--- src/design/clps_pkg.sv ---
// Package with the types, codes and constants shared by the character LCD sequencer files.
package clps_pkg;

    // Default values of the top-level parameters.
    localparam int BUFFER_DEPTH_DEF   = 256;
    localparam int POWER_ON_TICKS_DEF = 16;

    // Field widths.
    localparam int CMD_W     = 2;
    localparam int CHAR_W    = 8;
    localparam int COL_W     = 6;
    localparam int ROW_W     = 2;
    localparam int STATUS_W  = 2;
    localparam int PHASE_W   = 3;
    localparam int POWER_W   = 5;
    localparam int OP_W      = 2;
    localparam int CFG_IDX_W = 3;
    localparam int CFG_DAT_W = 1;

    // Request codes.
    localparam logic [CMD_W-1:0] CMD_TICK  = 2'd0;
    localparam logic [CMD_W-1:0] CMD_LOAD  = 2'd1;
    localparam logic [CMD_W-1:0] CMD_CLEAR = 2'd2;
    localparam logic [CMD_W-1:0] CMD_MOVE  = 2'd3;

    // Status codes.
    localparam logic [STATUS_W-1:0] ST_OK   = 2'd0;
    localparam logic [STATUS_W-1:0] ST_BUSY = 2'd1;
    localparam logic [STATUS_W-1:0] ST_BAD  = 2'd2;

    // Power-on sequence phases.
    localparam logic [PHASE_W-1:0] PH_POWER = 3'd0;
    localparam logic [PHASE_W-1:0] PH_FUNC  = 3'd1;
    localparam logic [PHASE_W-1:0] PH_DISP  = 3'd2;
    localparam logic [PHASE_W-1:0] PH_CLEAR = 3'd3;
    localparam logic [PHASE_W-1:0] PH_ENTRY = 3'd4;
    localparam logic [PHASE_W-1:0] PH_DONE  = 3'd5;

    // Running operations.
    localparam logic [OP_W-1:0] OP_IDLE  = 2'd0;
    localparam logic [OP_W-1:0] OP_WRITE = 2'd1;
    localparam logic [OP_W-1:0] OP_CLEAR = 2'd2;
    localparam logic [OP_W-1:0] OP_MOVE  = 2'd3;

    // Row codes accepted by a cursor move.
    localparam logic [ROW_W-1:0] ROW_FIRST  = 2'd1;
    localparam logic [ROW_W-1:0] ROW_SECOND = 2'd2;

    // Configuration register indexes.
    localparam logic [CFG_IDX_W-1:0] CFG_TWO_LINES      = 3'd0;
    localparam logic [CFG_IDX_W-1:0] CFG_FONT_LARGE     = 3'd1;
    localparam logic [CFG_IDX_W-1:0] CFG_DISPLAY_ON     = 3'd2;
    localparam logic [CFG_IDX_W-1:0] CFG_CURSOR_ON      = 3'd3;
    localparam logic [CFG_IDX_W-1:0] CFG_BLINK_ON       = 3'd4;
    localparam logic [CFG_IDX_W-1:0] CFG_ADDR_INCREMENT = 3'd5;
    localparam logic [CFG_IDX_W-1:0] CFG_DISPLAY_SHIFT  = 3'd6;

    // Instruction opcodes and prefixes.
    localparam logic [3:0]        FUNC_SET_PREFIX = 4'b0011;
    localparam logic [4:0]        DISP_CTL_PREFIX = 5'b00001;
    localparam logic [5:0]        ENTRY_PREFIX    = 6'b000001;
    localparam logic [CHAR_W-1:0] CLEAR_INSTR     = 8'h01;
    localparam logic [1:0]        DDRAM_ROW1_HI   = 2'b10;
    localparam logic [1:0]        DDRAM_ROW2_HI   = 2'b11;

    typedef struct packed {
        logic [CMD_W-1:0]  command;
        logic [CHAR_W-1:0] char_code;
        logic              last_char;
        logic [COL_W-1:0]  column;
        logic [ROW_W-1:0]  row;
    } clps_req_t;

    typedef struct packed {
        logic [STATUS_W-1:0] status;
        logic                lcd_rs;
        logic                lcd_rw;
        logic                lcd_en;
        logic [CHAR_W-1:0]   lcd_data;
        logic                init_done;
        logic                busy_res;
    } clps_rsp_t;

    typedef struct packed {
        logic two_lines;
        logic font_large;
        logic display_on;
        logic cursor_on;
        logic blink_on;
        logic addr_increment;
        logic display_shift;
    } clps_cfg_t;

endpackage

--- src/design/clps_if.sv ---
// Valid/ready channel interfaces for the request and result beats.
interface clps_req_if;
    logic                          valid;
    logic                          ready;
    logic [clps_pkg::CMD_W-1:0]    command;
    logic [clps_pkg::CHAR_W-1:0]   char_code;
    logic                          last_char;
    logic [clps_pkg::COL_W-1:0]    column;
    logic [clps_pkg::ROW_W-1:0]    row;

    modport source (output valid, command, char_code, last_char, column, row, input ready);
    modport sink   (input valid, command, char_code, last_char, column, row, output ready);
endinterface

interface clps_rsp_if;
    logic                            valid;
    logic                            ready;
    logic [clps_pkg::STATUS_W-1:0]   status;
    logic                            lcd_rs;
    logic                            lcd_rw;
    logic                            lcd_en;
    logic [clps_pkg::CHAR_W-1:0]     lcd_data;
    logic                            init_done;
    logic                            busy_res;

    modport source (output valid, status, lcd_rs, lcd_rw, lcd_en, lcd_data, init_done,
                    busy_res, input ready);
    modport sink   (input valid, status, lcd_rs, lcd_rw, lcd_en, lcd_data, init_done,
                    busy_res, output ready);
endinterface

--- src/design/clps_ram.sv ---
// Generic single-write, single-read RAM with a registered read port.
module clps_ram #(
    parameter int WIDTH  = 8,
    parameter int DEPTH  = 256,
    parameter int ADDR_W = (DEPTH > 1) ? $clog2(DEPTH) : 1
) (
    input  logic              clk,
    input  logic              wr_en,
    input  logic [ADDR_W-1:0] wr_addr,
    input  logic [WIDTH-1:0]  wr_data,
    input  logic [ADDR_W-1:0] rd_addr,
    output logic [WIDTH-1:0]  rd_data
);

    logic [WIDTH-1:0] mem [DEPTH];
    logic [WIDTH-1:0] rd_data_reg;

    always_ff @(posedge clk)
    begin
        if (wr_en)
        begin
            mem[wr_addr] <= wr_data;
        end
        rd_data_reg <= mem[rd_addr];
    end

    assign rd_data = rd_data_reg;

endmodule

--- src/design/clps_seq.sv ---
// Sequencer state and next-state logic: power-on sequence, requests and strobe generation.
module clps_seq #(
    parameter int BUFFER_DEPTH   = clps_pkg::BUFFER_DEPTH_DEF,
    parameter int POWER_ON_TICKS = clps_pkg::POWER_ON_TICKS_DEF
) (
    input  logic                clk,
    input  logic                rst_n,
    input  logic                fire,
    input  clps_pkg::clps_req_t req,
    input  clps_pkg::clps_cfg_t cfg,
    output clps_pkg::clps_rsp_t rsp
);

    localparam int IW = $clog2(BUFFER_DEPTH + 1);
    localparam int AW = (BUFFER_DEPTH > 1) ? $clog2(BUFFER_DEPTH) : 1;
    localparam int CW = clps_pkg::CHAR_W;
    localparam int PW = clps_pkg::POWER_W;

    logic [clps_pkg::PHASE_W-1:0]  phase_reg, phase_next;
    logic [PW-1:0]                 power_reg, power_next;
    logic [clps_pkg::OP_W-1:0]     op_reg, op_next;
    logic                          en_reg, en_next;
    logic                          rs_reg, rs_next;
    logic [CW-1:0]                 data_reg, data_next;
    logic [IW-1:0]                 lidx_reg, lidx_next;
    logic [IW-1:0]                 wlen_reg, wlen_next;
    logic [IW-1:0]                 widx_reg, widx_next;
    logic [clps_pkg::COL_W-1:0]    tcol_reg, tcol_next;
    logic [clps_pkg::ROW_W-1:0]    trow_reg, trow_next;
    logic                          byp_valid_reg;
    logic [CW-1:0]                 byp_data_reg;

    logic                          mem_we;
    logic [AW-1:0]                 mem_waddr;
    logic [AW-1:0]                 mem_raddr;
    logic [CW-1:0]                 mem_q;
    logic [CW-1:0]                 buf_data;
    logic [CW-1:0]                 init_cmd;
    logic [CW-1:0]                 move_addr;
    logic                          strb_req;
    logic                          strb_rs;
    logic [CW-1:0]                 strb_data;
    logic [clps_pkg::STATUS_W-1:0] status;

    // The character buffer is read at the index the next write beat will use.
    assign mem_waddr = lidx_reg[AW-1:0];
    assign mem_raddr = widx_next[AW-1:0];
    assign buf_data  = byp_valid_reg ? byp_data_reg : mem_q;

    clps_ram #(
        .WIDTH  (CW),
        .DEPTH  (BUFFER_DEPTH),
        .ADDR_W (AW)
    ) u_buf (
        .clk     (clk),
        .wr_en   (mem_we),
        .wr_addr (mem_waddr),
        .wr_data (req.char_code),
        .rd_addr (mem_raddr),
        .rd_data (mem_q)
    );

    always_comb
    begin
        case (phase_reg)
            clps_pkg::PH_FUNC:
                init_cmd = {clps_pkg::FUNC_SET_PREFIX, cfg.two_lines, cfg.font_large, 2'b00};
            clps_pkg::PH_DISP:
                init_cmd = {clps_pkg::DISP_CTL_PREFIX, cfg.display_on, cfg.cursor_on,
                            cfg.blink_on};
            clps_pkg::PH_CLEAR:
                init_cmd = clps_pkg::CLEAR_INSTR;
            default:
                init_cmd = {clps_pkg::ENTRY_PREFIX, cfg.addr_increment, cfg.display_shift};
        endcase
    end

    // Row two starts at DDRAM address 0x40; the column never reaches it, so the add is a set bit.
    assign move_addr = (trow_reg == clps_pkg::ROW_SECOND) ? {clps_pkg::DDRAM_ROW2_HI, tcol_reg}
                                                          : {clps_pkg::DDRAM_ROW1_HI, tcol_reg};

    always_comb
    begin
        phase_next = phase_reg;
        power_next = power_reg;
        op_next    = op_reg;
        en_next    = en_reg;
        rs_next    = rs_reg;
        data_next  = data_reg;
        lidx_next  = lidx_reg;
        wlen_next  = wlen_reg;
        widx_next  = widx_reg;
        tcol_next  = tcol_reg;
        trow_next  = trow_reg;
        mem_we     = 1'b0;
        strb_req   = 1'b0;
        strb_rs    = 1'b0;
        strb_data  = init_cmd;
        status     = clps_pkg::ST_OK;

        if (fire)
        begin
            if (req.command == clps_pkg::CMD_TICK)
            begin
                if (phase_reg < clps_pkg::PH_DONE)
                begin
                    if (phase_reg == clps_pkg::PH_POWER)
                    begin
                        if (power_reg < PW'(POWER_ON_TICKS))
                        begin
                            power_next = power_reg + 1'b1;
                        end
                        else
                        begin
                            power_next = '0;
                            phase_next = clps_pkg::PH_FUNC;
                        end
                    end
                    else
                    begin
                        strb_req = 1'b1;
                    end
                end
                else
                begin
                    case (op_reg)
                        clps_pkg::OP_WRITE:
                        begin
                            if (widx_reg < wlen_reg && widx_reg < IW'(BUFFER_DEPTH))
                            begin
                                strb_req  = 1'b1;
                                strb_rs   = 1'b1;
                                strb_data = buf_data;
                            end
                            else
                            begin
                                op_next   = clps_pkg::OP_IDLE;
                                widx_next = '0;
                            end
                        end
                        clps_pkg::OP_CLEAR:
                        begin
                            strb_req  = 1'b1;
                            strb_data = clps_pkg::CLEAR_INSTR;
                        end
                        clps_pkg::OP_MOVE:
                        begin
                            strb_req  = 1'b1;
                            strb_data = move_addr;
                        end
                        default:
                        begin
                        end
                    endcase
                end
            end
            else if (op_reg != clps_pkg::OP_IDLE)
            begin
                status = clps_pkg::ST_BUSY;
            end
            else
            begin
                case (req.command)
                    clps_pkg::CMD_LOAD:
                    begin
                        if (lidx_reg < IW'(BUFFER_DEPTH))
                        begin
                            mem_we    = 1'b1;
                            lidx_next = lidx_reg + 1'b1;
                        end
                        else
                        begin
                            status = clps_pkg::ST_BAD;
                        end
                        if (req.last_char)
                        begin
                            wlen_next = lidx_next;
                            widx_next = '0;
                            lidx_next = '0;
                            op_next   = clps_pkg::OP_WRITE;
                        end
                    end
                    clps_pkg::CMD_CLEAR:
                    begin
                        op_next = clps_pkg::OP_CLEAR;
                    end
                    clps_pkg::CMD_MOVE:
                    begin
                        if (req.row == clps_pkg::ROW_FIRST || req.row == clps_pkg::ROW_SECOND)
                        begin
                            tcol_next = req.column;
                            trow_next = req.row;
                            op_next   = clps_pkg::OP_MOVE;
                        end
                        else
                        begin
                            status = clps_pkg::ST_BAD;
                        end
                    end
                    default:
                    begin
                    end
                endcase
            end
        end

        // A strobe beat either raises EN with RS and data set up, or drops EN and
        // completes the instruction that was on the bus.
        if (strb_req)
        begin
            if (en_reg)
            begin
                en_next = 1'b0;
                if (phase_reg < clps_pkg::PH_DONE)
                begin
                    phase_next = (phase_reg >= clps_pkg::PH_ENTRY) ? clps_pkg::PH_DONE
                                                                   : phase_reg + 1'b1;
                end
                else if (op_reg == clps_pkg::OP_WRITE)
                begin
                    widx_next = widx_reg + 1'b1;
                end
                else
                begin
                    op_next = clps_pkg::OP_IDLE;
                end
            end
            else
            begin
                rs_next   = strb_rs;
                data_next = strb_data;
                en_next   = 1'b1;
            end
        end
    end

    always_comb
    begin
        rsp.status    = status;
        rsp.lcd_rs    = rs_next;
        rsp.lcd_rw    = 1'b0;
        rsp.lcd_en    = en_next;
        rsp.lcd_data  = data_next;
        rsp.init_done = (phase_next >= clps_pkg::PH_DONE);
        rsp.busy_res  = (phase_next < clps_pkg::PH_DONE) || (op_next != clps_pkg::OP_IDLE);
    end

    always_ff @(posedge clk or negedge rst_n)
    begin
        if (!rst_n)
        begin
            phase_reg     <= clps_pkg::PH_POWER;
            power_reg     <= '0;
            op_reg        <= clps_pkg::OP_IDLE;
            en_reg        <= 1'b0;
            rs_reg        <= 1'b0;
            data_reg      <= '0;
            lidx_reg      <= '0;
            wlen_reg      <= '0;
            widx_reg      <= '0;
            tcol_reg      <= '0;
            trow_reg      <= '0;
            byp_valid_reg <= 1'b0;
        end
        else
        begin
            phase_reg     <= phase_next;
            power_reg     <= power_next;
            op_reg        <= op_next;
            en_reg        <= en_next;
            rs_reg        <= rs_next;
            data_reg      <= data_next;
            lidx_reg      <= lidx_next;
            wlen_reg      <= wlen_next;
            widx_reg      <= widx_next;
            tcol_reg      <= tcol_next;
            trow_reg      <= trow_next;
            // A load that lands on the entry being read is forwarded past the RAM.
            byp_valid_reg <= mem_we && (mem_waddr == mem_raddr);
        end
    end

    always_ff @(posedge clk)
    begin
        if (mem_we)
        begin
            byp_data_reg <= req.char_code;
        end
    end

endmodule

--- src/design/char_lcd_parallel_sequencer_top.sv ---
// Top level of the character LCD parallel sequencer: channels, configuration and pipeline registers.
//
// Usage: every request beat on the req channel is either a tick (command 0), which
// advances the LCD pin sequence by one step, or a request: load a character into the
// buffer (the beat flagged last_char starts writing the buffer as data), clear the
// display, or move the cursor to row 1 or 2. Each request beat yields exactly one
// result beat on the rsp channel with a status code and the LCD pin levels (RS, RW,
// EN, D0-D7) after that step, plus init_done and busy_res flags.
// Pipeline: a request register feeds the sequencer logic, whose answer lands in a
// result register. A beat accepted into the request register is processed by the
// sequencer and its answer is held in the result register until rsp takes it. One
// beat is accepted every cycle while rsp is ready.
// Reset: clears all sequencer state and loads the configuration defaults. The block
// then counts POWER_ON_TICKS+1 ticks before it runs the power-on instruction sequence.
// The character buffer is not cleared. Configuration is written through cfg_we, cfg_addr
// and cfg_wdata; the user must do so while no beat is in flight; the block does not enforce it.
// Stall: when rsp is not ready the result register holds its beat; the request
// register still takes one more beat, after which req.ready drops until rsp drains.
module char_lcd_parallel_sequencer_top #(
    parameter int BUFFER_DEPTH   = clps_pkg::BUFFER_DEPTH_DEF,
    parameter int POWER_ON_TICKS = clps_pkg::POWER_ON_TICKS_DEF
) (
    input  logic                           clk,
    input  logic                           rst_n,
    clps_req_if.sink                       req,
    clps_rsp_if.source                     rsp,
    input  logic                           cfg_we,
    input  logic [clps_pkg::CFG_IDX_W-1:0] cfg_addr,
    input  logic [clps_pkg::CFG_DAT_W-1:0] cfg_wdata
);

    clps_pkg::clps_cfg_t cfg_reg;
    logic                s1_valid_reg;
    clps_pkg::clps_req_t s1_req_reg;
    logic                out_valid_reg;
    clps_pkg::clps_rsp_t out_rsp_reg;
    clps_pkg::clps_rsp_t seq_rsp;
    logic                s1_fire;
    logic                in_fire;

    // The sequencer step runs whenever the result register is free or being emptied.
    assign s1_fire   = s1_valid_reg && (!out_valid_reg || rsp.ready);
    assign req.ready = !s1_valid_reg || s1_fire;
    assign in_fire   = req.valid && req.ready;

    // Configuration registers, each a single function bit of an init instruction.
    always_ff @(posedge clk or negedge rst_n)
    begin
        if (!rst_n)
        begin
            cfg_reg.two_lines      <= 1'b1;
            cfg_reg.font_large     <= 1'b0;
            cfg_reg.display_on     <= 1'b1;
            cfg_reg.cursor_on      <= 1'b0;
            cfg_reg.blink_on       <= 1'b0;
            cfg_reg.addr_increment <= 1'b1;
            cfg_reg.display_shift  <= 1'b0;
        end
        else if (cfg_we)
        begin
            case (cfg_addr)
                clps_pkg::CFG_TWO_LINES:      cfg_reg.two_lines      <= cfg_wdata[0];
                clps_pkg::CFG_FONT_LARGE:     cfg_reg.font_large     <= cfg_wdata[0];
                clps_pkg::CFG_DISPLAY_ON:     cfg_reg.display_on     <= cfg_wdata[0];
                clps_pkg::CFG_CURSOR_ON:      cfg_reg.cursor_on      <= cfg_wdata[0];
                clps_pkg::CFG_BLINK_ON:       cfg_reg.blink_on       <= cfg_wdata[0];
                clps_pkg::CFG_ADDR_INCREMENT: cfg_reg.addr_increment <= cfg_wdata[0];
                clps_pkg::CFG_DISPLAY_SHIFT:  cfg_reg.display_shift  <= cfg_wdata[0];
                default:
                begin
                end
            endcase
        end
    end

    // Request register valid flag.
    always_ff @(posedge clk or negedge rst_n)
    begin
        if (!rst_n)
        begin
            s1_valid_reg <= 1'b0;
        end
        else if (in_fire)
        begin
            s1_valid_reg <= 1'b1;
        end
        else if (s1_fire)
        begin
            s1_valid_reg <= 1'b0;
        end
    end

    // Request payload needs no reset; it is only looked at under the valid flag.
    always_ff @(posedge clk)
    begin
        if (in_fire)
        begin
            s1_req_reg.command   <= req.command;
            s1_req_reg.char_code <= req.char_code;
            s1_req_reg.last_char <= req.last_char;
            s1_req_reg.column    <= req.column;
            s1_req_reg.row       <= req.row;
        end
    end

    clps_seq #(
        .BUFFER_DEPTH   (BUFFER_DEPTH),
        .POWER_ON_TICKS (POWER_ON_TICKS)
    ) u_seq (
        .clk   (clk),
        .rst_n (rst_n),
        .fire  (s1_fire),
        .req   (s1_req_reg),
        .cfg   (cfg_reg),
        .rsp   (seq_rsp)
    );

    // Result register valid flag.
    always_ff @(posedge clk or negedge rst_n)
    begin
        if (!rst_n)
        begin
            out_valid_reg <= 1'b0;
        end
        else if (s1_fire)
        begin
            out_valid_reg <= 1'b1;
        end
        else if (rsp.ready)
        begin
            out_valid_reg <= 1'b0;
        end
    end

    always_ff @(posedge clk)
    begin
        if (s1_fire)
        begin
            out_rsp_reg <= seq_rsp;
        end
    end

    assign rsp.valid     = out_valid_reg;
    assign rsp.status    = out_rsp_reg.status;
    assign rsp.lcd_rs    = out_rsp_reg.lcd_rs;
    assign rsp.lcd_rw    = out_rsp_reg.lcd_rw;
    assign rsp.lcd_en    = out_rsp_reg.lcd_en;
    assign rsp.lcd_data  = out_rsp_reg.lcd_data;
    assign rsp.init_done = out_rsp_reg.init_done;
    assign rsp.busy_res  = out_rsp_reg.busy_res;

endmodule

--- src/flat_wrapper.sv ---
// flat-port wrapper written by rule: the top's interface ports become plain ports
module char_lcd_parallel_sequencer_top_flat 
#(
    parameter int BUFFER_DEPTH   = clps_pkg::BUFFER_DEPTH_DEF,
    parameter int POWER_ON_TICKS = clps_pkg::POWER_ON_TICKS_DEF
)
  (clk, rst_n, cfg_we, cfg_addr, cfg_wdata, req_valid, req_command, req_char_code, req_last_char, req_column, req_row, req_ready, rsp_valid, rsp_status, rsp_lcd_rs, rsp_lcd_rw, rsp_lcd_en, rsp_lcd_data, rsp_init_done, rsp_busy_res, rsp_ready);
  clps_req_if req_i ();
  clps_rsp_if rsp_i ();
  input  logic clk;
  input  logic rst_n;
  input  logic cfg_we;
  input  logic [clps_pkg::CFG_IDX_W-1:0] cfg_addr;
  input  logic [clps_pkg::CFG_DAT_W-1:0] cfg_wdata;
  input wire logic [$bits(req_i.valid)-1:0] req_valid;
  input wire logic [$bits(req_i.command)-1:0] req_command;
  input wire logic [$bits(req_i.char_code)-1:0] req_char_code;
  input wire logic [$bits(req_i.last_char)-1:0] req_last_char;
  input wire logic [$bits(req_i.column)-1:0] req_column;
  input wire logic [$bits(req_i.row)-1:0] req_row;
  output wire logic [$bits(req_i.ready)-1:0] req_ready;
  output wire logic [$bits(rsp_i.valid)-1:0] rsp_valid;
  output wire logic [$bits(rsp_i.status)-1:0] rsp_status;
  output wire logic [$bits(rsp_i.lcd_rs)-1:0] rsp_lcd_rs;
  output wire logic [$bits(rsp_i.lcd_rw)-1:0] rsp_lcd_rw;
  output wire logic [$bits(rsp_i.lcd_en)-1:0] rsp_lcd_en;
  output wire logic [$bits(rsp_i.lcd_data)-1:0] rsp_lcd_data;
  output wire logic [$bits(rsp_i.init_done)-1:0] rsp_init_done;
  output wire logic [$bits(rsp_i.busy_res)-1:0] rsp_busy_res;
  input wire logic [$bits(rsp_i.ready)-1:0] rsp_ready;
  assign req_i.valid = req_valid;
  assign req_i.command = req_command;
  assign req_i.char_code = req_char_code;
  assign req_i.last_char = req_last_char;
  assign req_i.column = req_column;
  assign req_i.row = req_row;
  assign req_ready = req_i.ready;
  assign rsp_valid = rsp_i.valid;
  assign rsp_status = rsp_i.status;
  assign rsp_lcd_rs = rsp_i.lcd_rs;
  assign rsp_lcd_rw = rsp_i.lcd_rw;
  assign rsp_lcd_en = rsp_i.lcd_en;
  assign rsp_lcd_data = rsp_i.lcd_data;
  assign rsp_init_done = rsp_i.init_done;
  assign rsp_busy_res = rsp_i.busy_res;
  assign rsp_i.ready = rsp_ready;
  char_lcd_parallel_sequencer_top #(.BUFFER_DEPTH(BUFFER_DEPTH), .POWER_ON_TICKS(POWER_ON_TICKS)) u_core (.clk(clk), .rst_n(rst_n), .req(req_i), .rsp(rsp_i), .cfg_we(cfg_we), .cfg_addr(cfg_addr), .cfg_wdata(cfg_wdata));
endmodule
--- config.mk ---
export PLATFORM = sky130hd
export DESIGN_NAME = char_lcd_parallel_sequencer_top_flat
export DESIGN_NICKNAME = d
export VERILOG_FILES = /design/src/design/clps_pkg.sv /design/src/design/clps_if.sv /design/src/design/clps_ram.sv /design/src/design/clps_seq.sv /design/src/design/char_lcd_parallel_sequencer_top.sv /design/src/flat_wrapper.sv
export SDC_FILE = /design/constraint.sdc
export NUM_CORES = 2
export LEC_CHECK = 0
export BUFFER_PORTS_ARGS = -buffer_cell sky130_fd_sc_hd__buf_2
export CORE_UTILIZATION = 57
export CTS_CLUSTER_SIZE = 24
export DETAILED_ROUTE_END_ITERATION = 16
export GPL_TIMING_DRIVEN = 0
export PLACE_DENSITY = 0.76
export REMOVE_ABC_BUFFERS = 1
export SYNTH_ARGS = -nofsm -noshare
export SYNTH_HDL_FRONTEND = slang
export SYNTH_SLANG_ARGS = --single-unit
--- constraint.sdc ---
create_clock -name clk -period 4.4 [get_ports clk]
set_input_delay 0.44 -clock clk [delete_from_list [all_inputs] [get_ports clk]]
set_output_delay 0.44 -clock clk [all_outputs]
set_load 0.01 [all_outputs]
Yosys cells after proc, flatten, opt, wreduce, memory -nomap -nowiden
Memory sizes are Yosys's and may differ from the RTL's. A register that Yosys moved wholly into a read port is not among the register bits.
Cells that the tools add are included.
{"block": "op_classes", "n_reduce_logical": 30, "mux": 76, "add_sub_neg": 4, "n_eq_ne": 19, "n_bitwise": 2, "order_cmp": 8}
{"operator": "9-bit two-way mux", "n": 14}
{"operator": "8-bit two-way mux", "n": 7}
{"operator": "2-bit two-way mux", "n": 14}
{"operator": "3-bit two-way mux", "n": 9}
{"operator": "1-bit two-way mux", "n": 25}
{"operator": "8-bit case mux with 3 select lines", "n": 1}
{"operator": "9-bit by 1-bit adder with 9-bit output, second input constant", "n": 2}
{"operator": "9-bit < comparator, second input constant", "n": 2}
{"operator": "6-bit case mux with 3 select lines", "n": 1}
{"operator": "2-bit AND reduction", "n": 7}
{"operator": "2-bit equality test, second input constant", "n": 6}
{"operator": "3-bit by 2-bit equality test with 1-bit output, second input constant", "n": 4}
{"operator": "5-bit AND reduction", "n": 2}
{"operator": "3-bit equality test, second input constant", "n": 3}
{"operator": "9-bit < comparator", "n": 1}
{"operator": "8-bit equality test", "n": 1}
{"operator": "4-bit AND reduction", "n": 2}
{"operator": "2-bit nonzero test", "n": 4}
{"operator": "7-bit two-way mux", "n": 1}
{"operator": "2-bit by 1-bit equality test with 1-bit output, second input constant", "n": 3}
{"operator": "3-bit by 1-bit equality test with 1-bit output, second input constant", "n": 2}
{"operator": "3-bit >= comparator, second input constant", "n": 2}
{"operator": "3-bit zero test", "n": 2}
{"operator": "3-bit < comparator, second input constant", "n": 2}
{"operator": "13 further kinds", "n": 22}
{"block": "word_totals", "input_bits": 28, "reg_bits": 106, "mem_bits_rw": 2048, "word_cells": 174, "n_memories": 1}
{"memory": "u_core.u_seq.u_buf.mem", "words": 256, "word_bits": 8, "read_ports": 1, "rd_ports_with_merged_regs": 1, "wr": 1, "line_no": "clps_ram.sv:15", "source": "logic [WIDTH-1:0] mem [DEPTH];"}

Depth between registers and ports, before layout
{"block": "logic_depth", "depth_word": 13, "depth_mapped": 18}

Cells and area by module
From an unflattened synthesis, not the netlist that was laid out.
{"block": "hier_totals", "hier_cells": 4213, "hier_area_um2": 84810.1}
{"mod": "clps_ram", "n_inst": 1, "cells_per_inst": 3733, "area_each_um2": 79556.3}
{"mod": "clps_seq", "n_inst": 1, "cells_per_inst": 417, "area_each_um2": 3796.1}
{"mod": "char_lcd_parallel_sequencer_top", "n_inst": 1, "cells_per_inst": 63, "area_each_um2": 1457.6}

Worst setup path before layout
OpenSTA, ideal clock, no wires.
{"block": "synth_path", "path_kind": "register to register", "startpoint": "register u_core.s1_req_reg[9] (netlist name)", "endpoint": "register u_core.u_seq.byp_data_reg[0], data pin", "n_path_buf": 0, "stages_incl_launch_ff": 1, "setup_ns": 0.820, "synth_period_minus_slack_ns": 4.060, "t_arrival_ns": 3.240, "path_slack_ns": 0.340, "cell_sequence": "edfxtp_1"}
{"item": "start, declared", "line_no": "char_lcd_parallel_sequencer_top.sv:34", "source": "clps_pkg::clps_req_t s1_req_reg;"}
{"item": "end signal, assigned", "line_no": "clps_seq.sv:287", "source": "byp_data_reg <= req.char_code;"}
{"item": "end, declared", "line_no": "clps_seq.sv:31", "source": "logic [CW-1:0] byp_data_reg;"}
No word-level cell between the ends.

Final worst setup path
{"block": "layout_path", "startpoint": "register u_core.u_seq.wlen_reg[7]", "endpoint": "register u_core.u_seq.u_buf.rd_data_reg[5] (netlist: u_core.u_seq.u_buf.rd_data[5]) (read register of u_core.u_seq.u_buf.mem)"}
{"block": "layout_via", "elab_chain_cells": 11, "elab_cells_between_ends": 16, "classes_between": "order compare (1); mux (14); reduce/logical (1)"}
{"item": "start, declared", "line_no": "clps_seq.sv:26", "source": "logic [IW-1:0] wlen_reg, wlen_next;"}
{"item": "start signal, assigned", "line_no": "clps_seq.sv:274", "source": "wlen_reg <= wlen_next;"}
{"item": "9-bit < comparator (*)", "line_no": "clps_seq.sv:129", "source": "if (widx_reg < wlen_reg && widx_reg < IW'(BUFFER_DEPTH))"}
{"item": "1-bit logical AND (*)", "line_no": "clps_seq.sv:129"}
{"item": "9-bit two-way mux", "line_no": "clps_seq.sv:129"}
{"item": "9-bit two-way mux", "line_no": "clps_seq.sv:126", "source": "case (op_reg)"}
{"item": "9-bit two-way mux", "line_no": "clps_seq.sv:105", "source": "if (phase_reg < clps_pkg::PH_DONE)"}
{"item": "9-bit two-way mux", "line_no": "clps_seq.sv:103", "source": "if (req.command == clps_pkg::CMD_TICK)"}
{"item": "9-bit two-way mux", "line_no": "clps_seq.sv:101", "source": "if (fire)"}
{"item": "9-bit two-way mux", "line_no": "clps_seq.sv:219", "source": "else if (op_reg == clps_pkg::OP_WRITE)"}
{"item": "9-bit two-way mux", "line_no": "clps_seq.sv:214", "source": "if (phase_reg < clps_pkg::PH_DONE)"}
{"item": "9-bit two-way mux", "line_no": "clps_seq.sv:211", "source": "if (en_reg)"}
{"item": "9-bit two-way mux (*)", "line_no": "clps_seq.sv:209", "source": "if (strb_req)"}
{"item": "end, declared", "line_no": "clps_ram.sv:16", "source": "logic [WIDTH-1:0] rd_data_reg;"}
Mark *: on every way between the ends. The rest lies on a longest branch, timed or not.
A chain may end at the register's enable or synchronous reset.

==> run_results.csv <==
group,metric,value,unit
global_routing,grt_pass1_wl,382000,µm
yosys,synthArstFlopShare,0.0301,
cells_and_area,stdcell_count,8556,
sta,min_period,4.67,ns
cells_and_area,area_growth,18.6,%
critical_path,timing_worst_setup_path_type,"flip-flop to flip-flop",
yosys,synth_cells,6130,
sta,final_max_slew_viol_count,0,
placement,portBuffers,43,
clock_tree,h-tree-depth,4,
global_routing,met3_usage,0.111,
sta,skew,0.0203,ns
clock_tree,clkSinkCount,2162,
cells_and_area,finalNetCount,6404,
status,violations,"DRC, setup timing",
sta,slew_headroom,0.0645,
critical_path,crit_start,"u_core.u_seq.wlen_reg[7]$_DFFE_PN0P_",
critical_path,r2r-start,"u_core.u_seq.wlen_reg[7]$_DFFE_PN0P_",
pwr,peakVddDrop,0.000442,V
yosys,synth_top_area_share,0.731,
floorplan,dieArea,152000,µm²
cells_and_area,final_area,102000,µm²
floorplan,fp.dieH,390,µm
clock_tree,clkLatencyLatePin,0.86,ns
pwr,p_leak,33.3,nW
floorplan,io_pins,45,
yosys,synth.avg_cell_area,14.0,µm²
yosys,yosys-top-cells-area,"edfxtp_1 (73%), nand2_1 (5.8%), nand3_1 (2.3%)",
global_routing,grt_usage,0.348,
hold_path,hp-class,"input pin to flip-flop",
critical_path,crit_path_end_kind,"flip-flop",
global_routing,grt_pass1_vias,55918,
yosys,synth_top_area_cell,"edfxtp_1",
global_routing,grt_antenna_before_repair,14,
hold_path,hold_start,"cfg_addr[0]",
critical_path,required,5.13,ns
routing,num_vias,59285,
yosys,synth_warnings,0,
clock_tree,cts_tree,"built",
yosys,ys_ff_latch,2162,
run,maxCapViolCount,0,
critical_path,cp_max_fo,56,
placement,dpl_cell_area,90500,µm²
routing,vias_per_cell,6.93,
yosys,synth.cell_area,85800,µm²
floorplan,core,150000,µm²
sta,setup_viol,81,
routing,routed_wl,278000,µm
routing,antenna_left,0,
cells_and_area,drive_gt1_frac,0.155,
placement,place_inst,7934,
yosys,synth_common_cells,"edfxtp_1 (2,089), nand2_1 (1,331), nand3_1 (393)",
pwr,cellPowerDensity,462,nW/µm²
sta,worstMarginPinSlew,1.40,ns
placement,place_hpwl,142000,µm
global_routing,grt_max_degree,86,
global_routing,gr-usage-met2,0.518,
sta,fin_crit_sh,1.06,
yosys,yosysSeqAreaShare,0.752,
sta,fin_ws,-0.269,ns
floorplan,initial_core_util,0.574,
routing,drt_pass1_iterations,14,
routing,route.detailed.drc,2,
global_routing,gr-max-usage-layer,"met2",
floorplan,num_rows,142,
floorplan,die_w,390,µm
clock_tree,clk_pin_slew_worst_paths,0.06,ns
pwr,fin_total_pwr,0.0470,W
global_routing,met1_usage,0.440,
clock_tree,cts_root_buf,"clkbuf_16",
yosys,synth_edf_count,2089,
yosys,ys.flop_type,"edfxtp_1",
sta,hold_viol_final,0,
clock_tree,numCtsBuffers,202,
sta,rsz0062_at_grt,"true",
status,outcome,"complete, but fails checks",
yosys,synth_cell_types,80,
global_routing,gr-total-overflow,0,
critical_path,startpoint_type,"flip-flop",
cells_and_area,largest_reg_flops,2048,
routing,post_drt_wl_per_cell,32.5,µm
placement,globalplace.congestion,0.874,
critical_path,crit_arrival,5.40,ns
routing,dr.first_iter.drc_count,11681,
yosys,synth_most_common_cell,"edfxtp_1",
sta,fmax,0.214,GHz
clock_tree,cts.path.max_buffers,3,
## cell type report
cell class	instances	area, µm²
flip-flops and latches	2162	64500
fillers	9035	47800
multi-input cells	3538	21000
repair buffers	406	6990
clock buffers	250	5290
well taps	2016	2520
clock inverters	132	1180
inverters	38	216
repair inverters	9	83.8
diodes	5	12.5
## routing by layer
layer	part of all wire	routed length (µm)
met4	0.083	23000
met5	0.0011	307
met2	0.44	122000
met3	0.16	44000
met1	0.32	88300
## logic make-up after synthesis
family / share of synthesized area
simple gates: 0.109
flops: 0.752
compound gates: 0.0878
buf+inv: 0.0254
mux: 0.0224
fa+ha+maj: 0.00277
xor+xnor: 0.00143
other cells: 0.0000437
## final timing paths
kind                       slack, ns                                     to  cells past startpoint
setup / recovery               -0.27  u_core.u_seq.u_buf.rd_data[5]$_DFF_P_                     18
hold / removal                  0.03          u_core.cfg_reg[4]$_DFFE_PN1P_                      3
setup reg to reg               -0.27  u_core.u_seq.u_buf.rd_data[5]$_DFF_P_                     18
hold reg to reg                 0.49   u_core.u_seq.wlen_reg[3]$_DFFE_PN0P_                      2
max in group asynchronous       3.54     u_core.u_seq.widx_reg[1]$_DFF_PN0_                      2
min in group asynchronous       0.22          u_core.cfg_reg[0]$_DFFE_PN0P_                      2
## where the power goes
group | internal, W | total (W) | switching [W]
logic | 0.00226 | 0.00654 | 0.00428
registers | 0.0228 | 0.0231 | 0.000239
clock network | 0.00961 | 0.0174 | 0.00780
total | 0.0347 | 0.0470 | 0.0123
## through the flow
stage                     hold WS (ns)  setup TNS, ns  utilization  setup slack (ns)
after floorplan                  0.144        -455.78            -            -45.90
after global placement           0.466       -9243.87        0.579           -106.04
after detailed placement         0.474         -26.54        0.605             -3.24
after CTS                      0.00205              0        0.672           0.00132
after global routing            0.0342          -8.15        0.681            -0.164
final                           0.0332          -3.85        0.681            -0.269
## timing repair
action | in CTS | in global routing
gates resized for setup | 260 | 146
hold buffers | 26 | 0
hold endpoints to repair | 89 | 0
cloned | 60 | 13
pin swaps | 69 | 64
setup endpoints to repair | 227 | 294
setup buffers | 89 | 53
## worst max-delay path, stage by stage (launching register included)
cell	delay [ns]
dfrtp_1	0.37
inv_1	0.11
ha_4	0.30
nand4_1	0.20
or2_4	0.31
buf_6	0.12
o211a_4	0.26
nand4_1	0.11
and2_4	0.21
buf_12	0.14
buf_16	0.13
clkinv_16	0.08
buf_4	0.19
bufbuf_16	0.37
nand3_1	0.17
nand3_1	0.20
a211oi_4	0.57
nor4_4	0.17
nor4_2	0.41
## cell usage in the layout (no fill, tap or decap), drive strengths merged, types with 48 or more instances in the layout
cell type and count:
a21oi 327, a221o 160, a22oi 61, a32oi 144
buf 335, clkbuf 263, clkinv 106, dfrtp 62
edfxtp 2089, inv 53, mux2i 167, nand2 1335
nand3 394, nor2 348, nor4 48, o21ai 176
(Power assumes the default switching activity.)
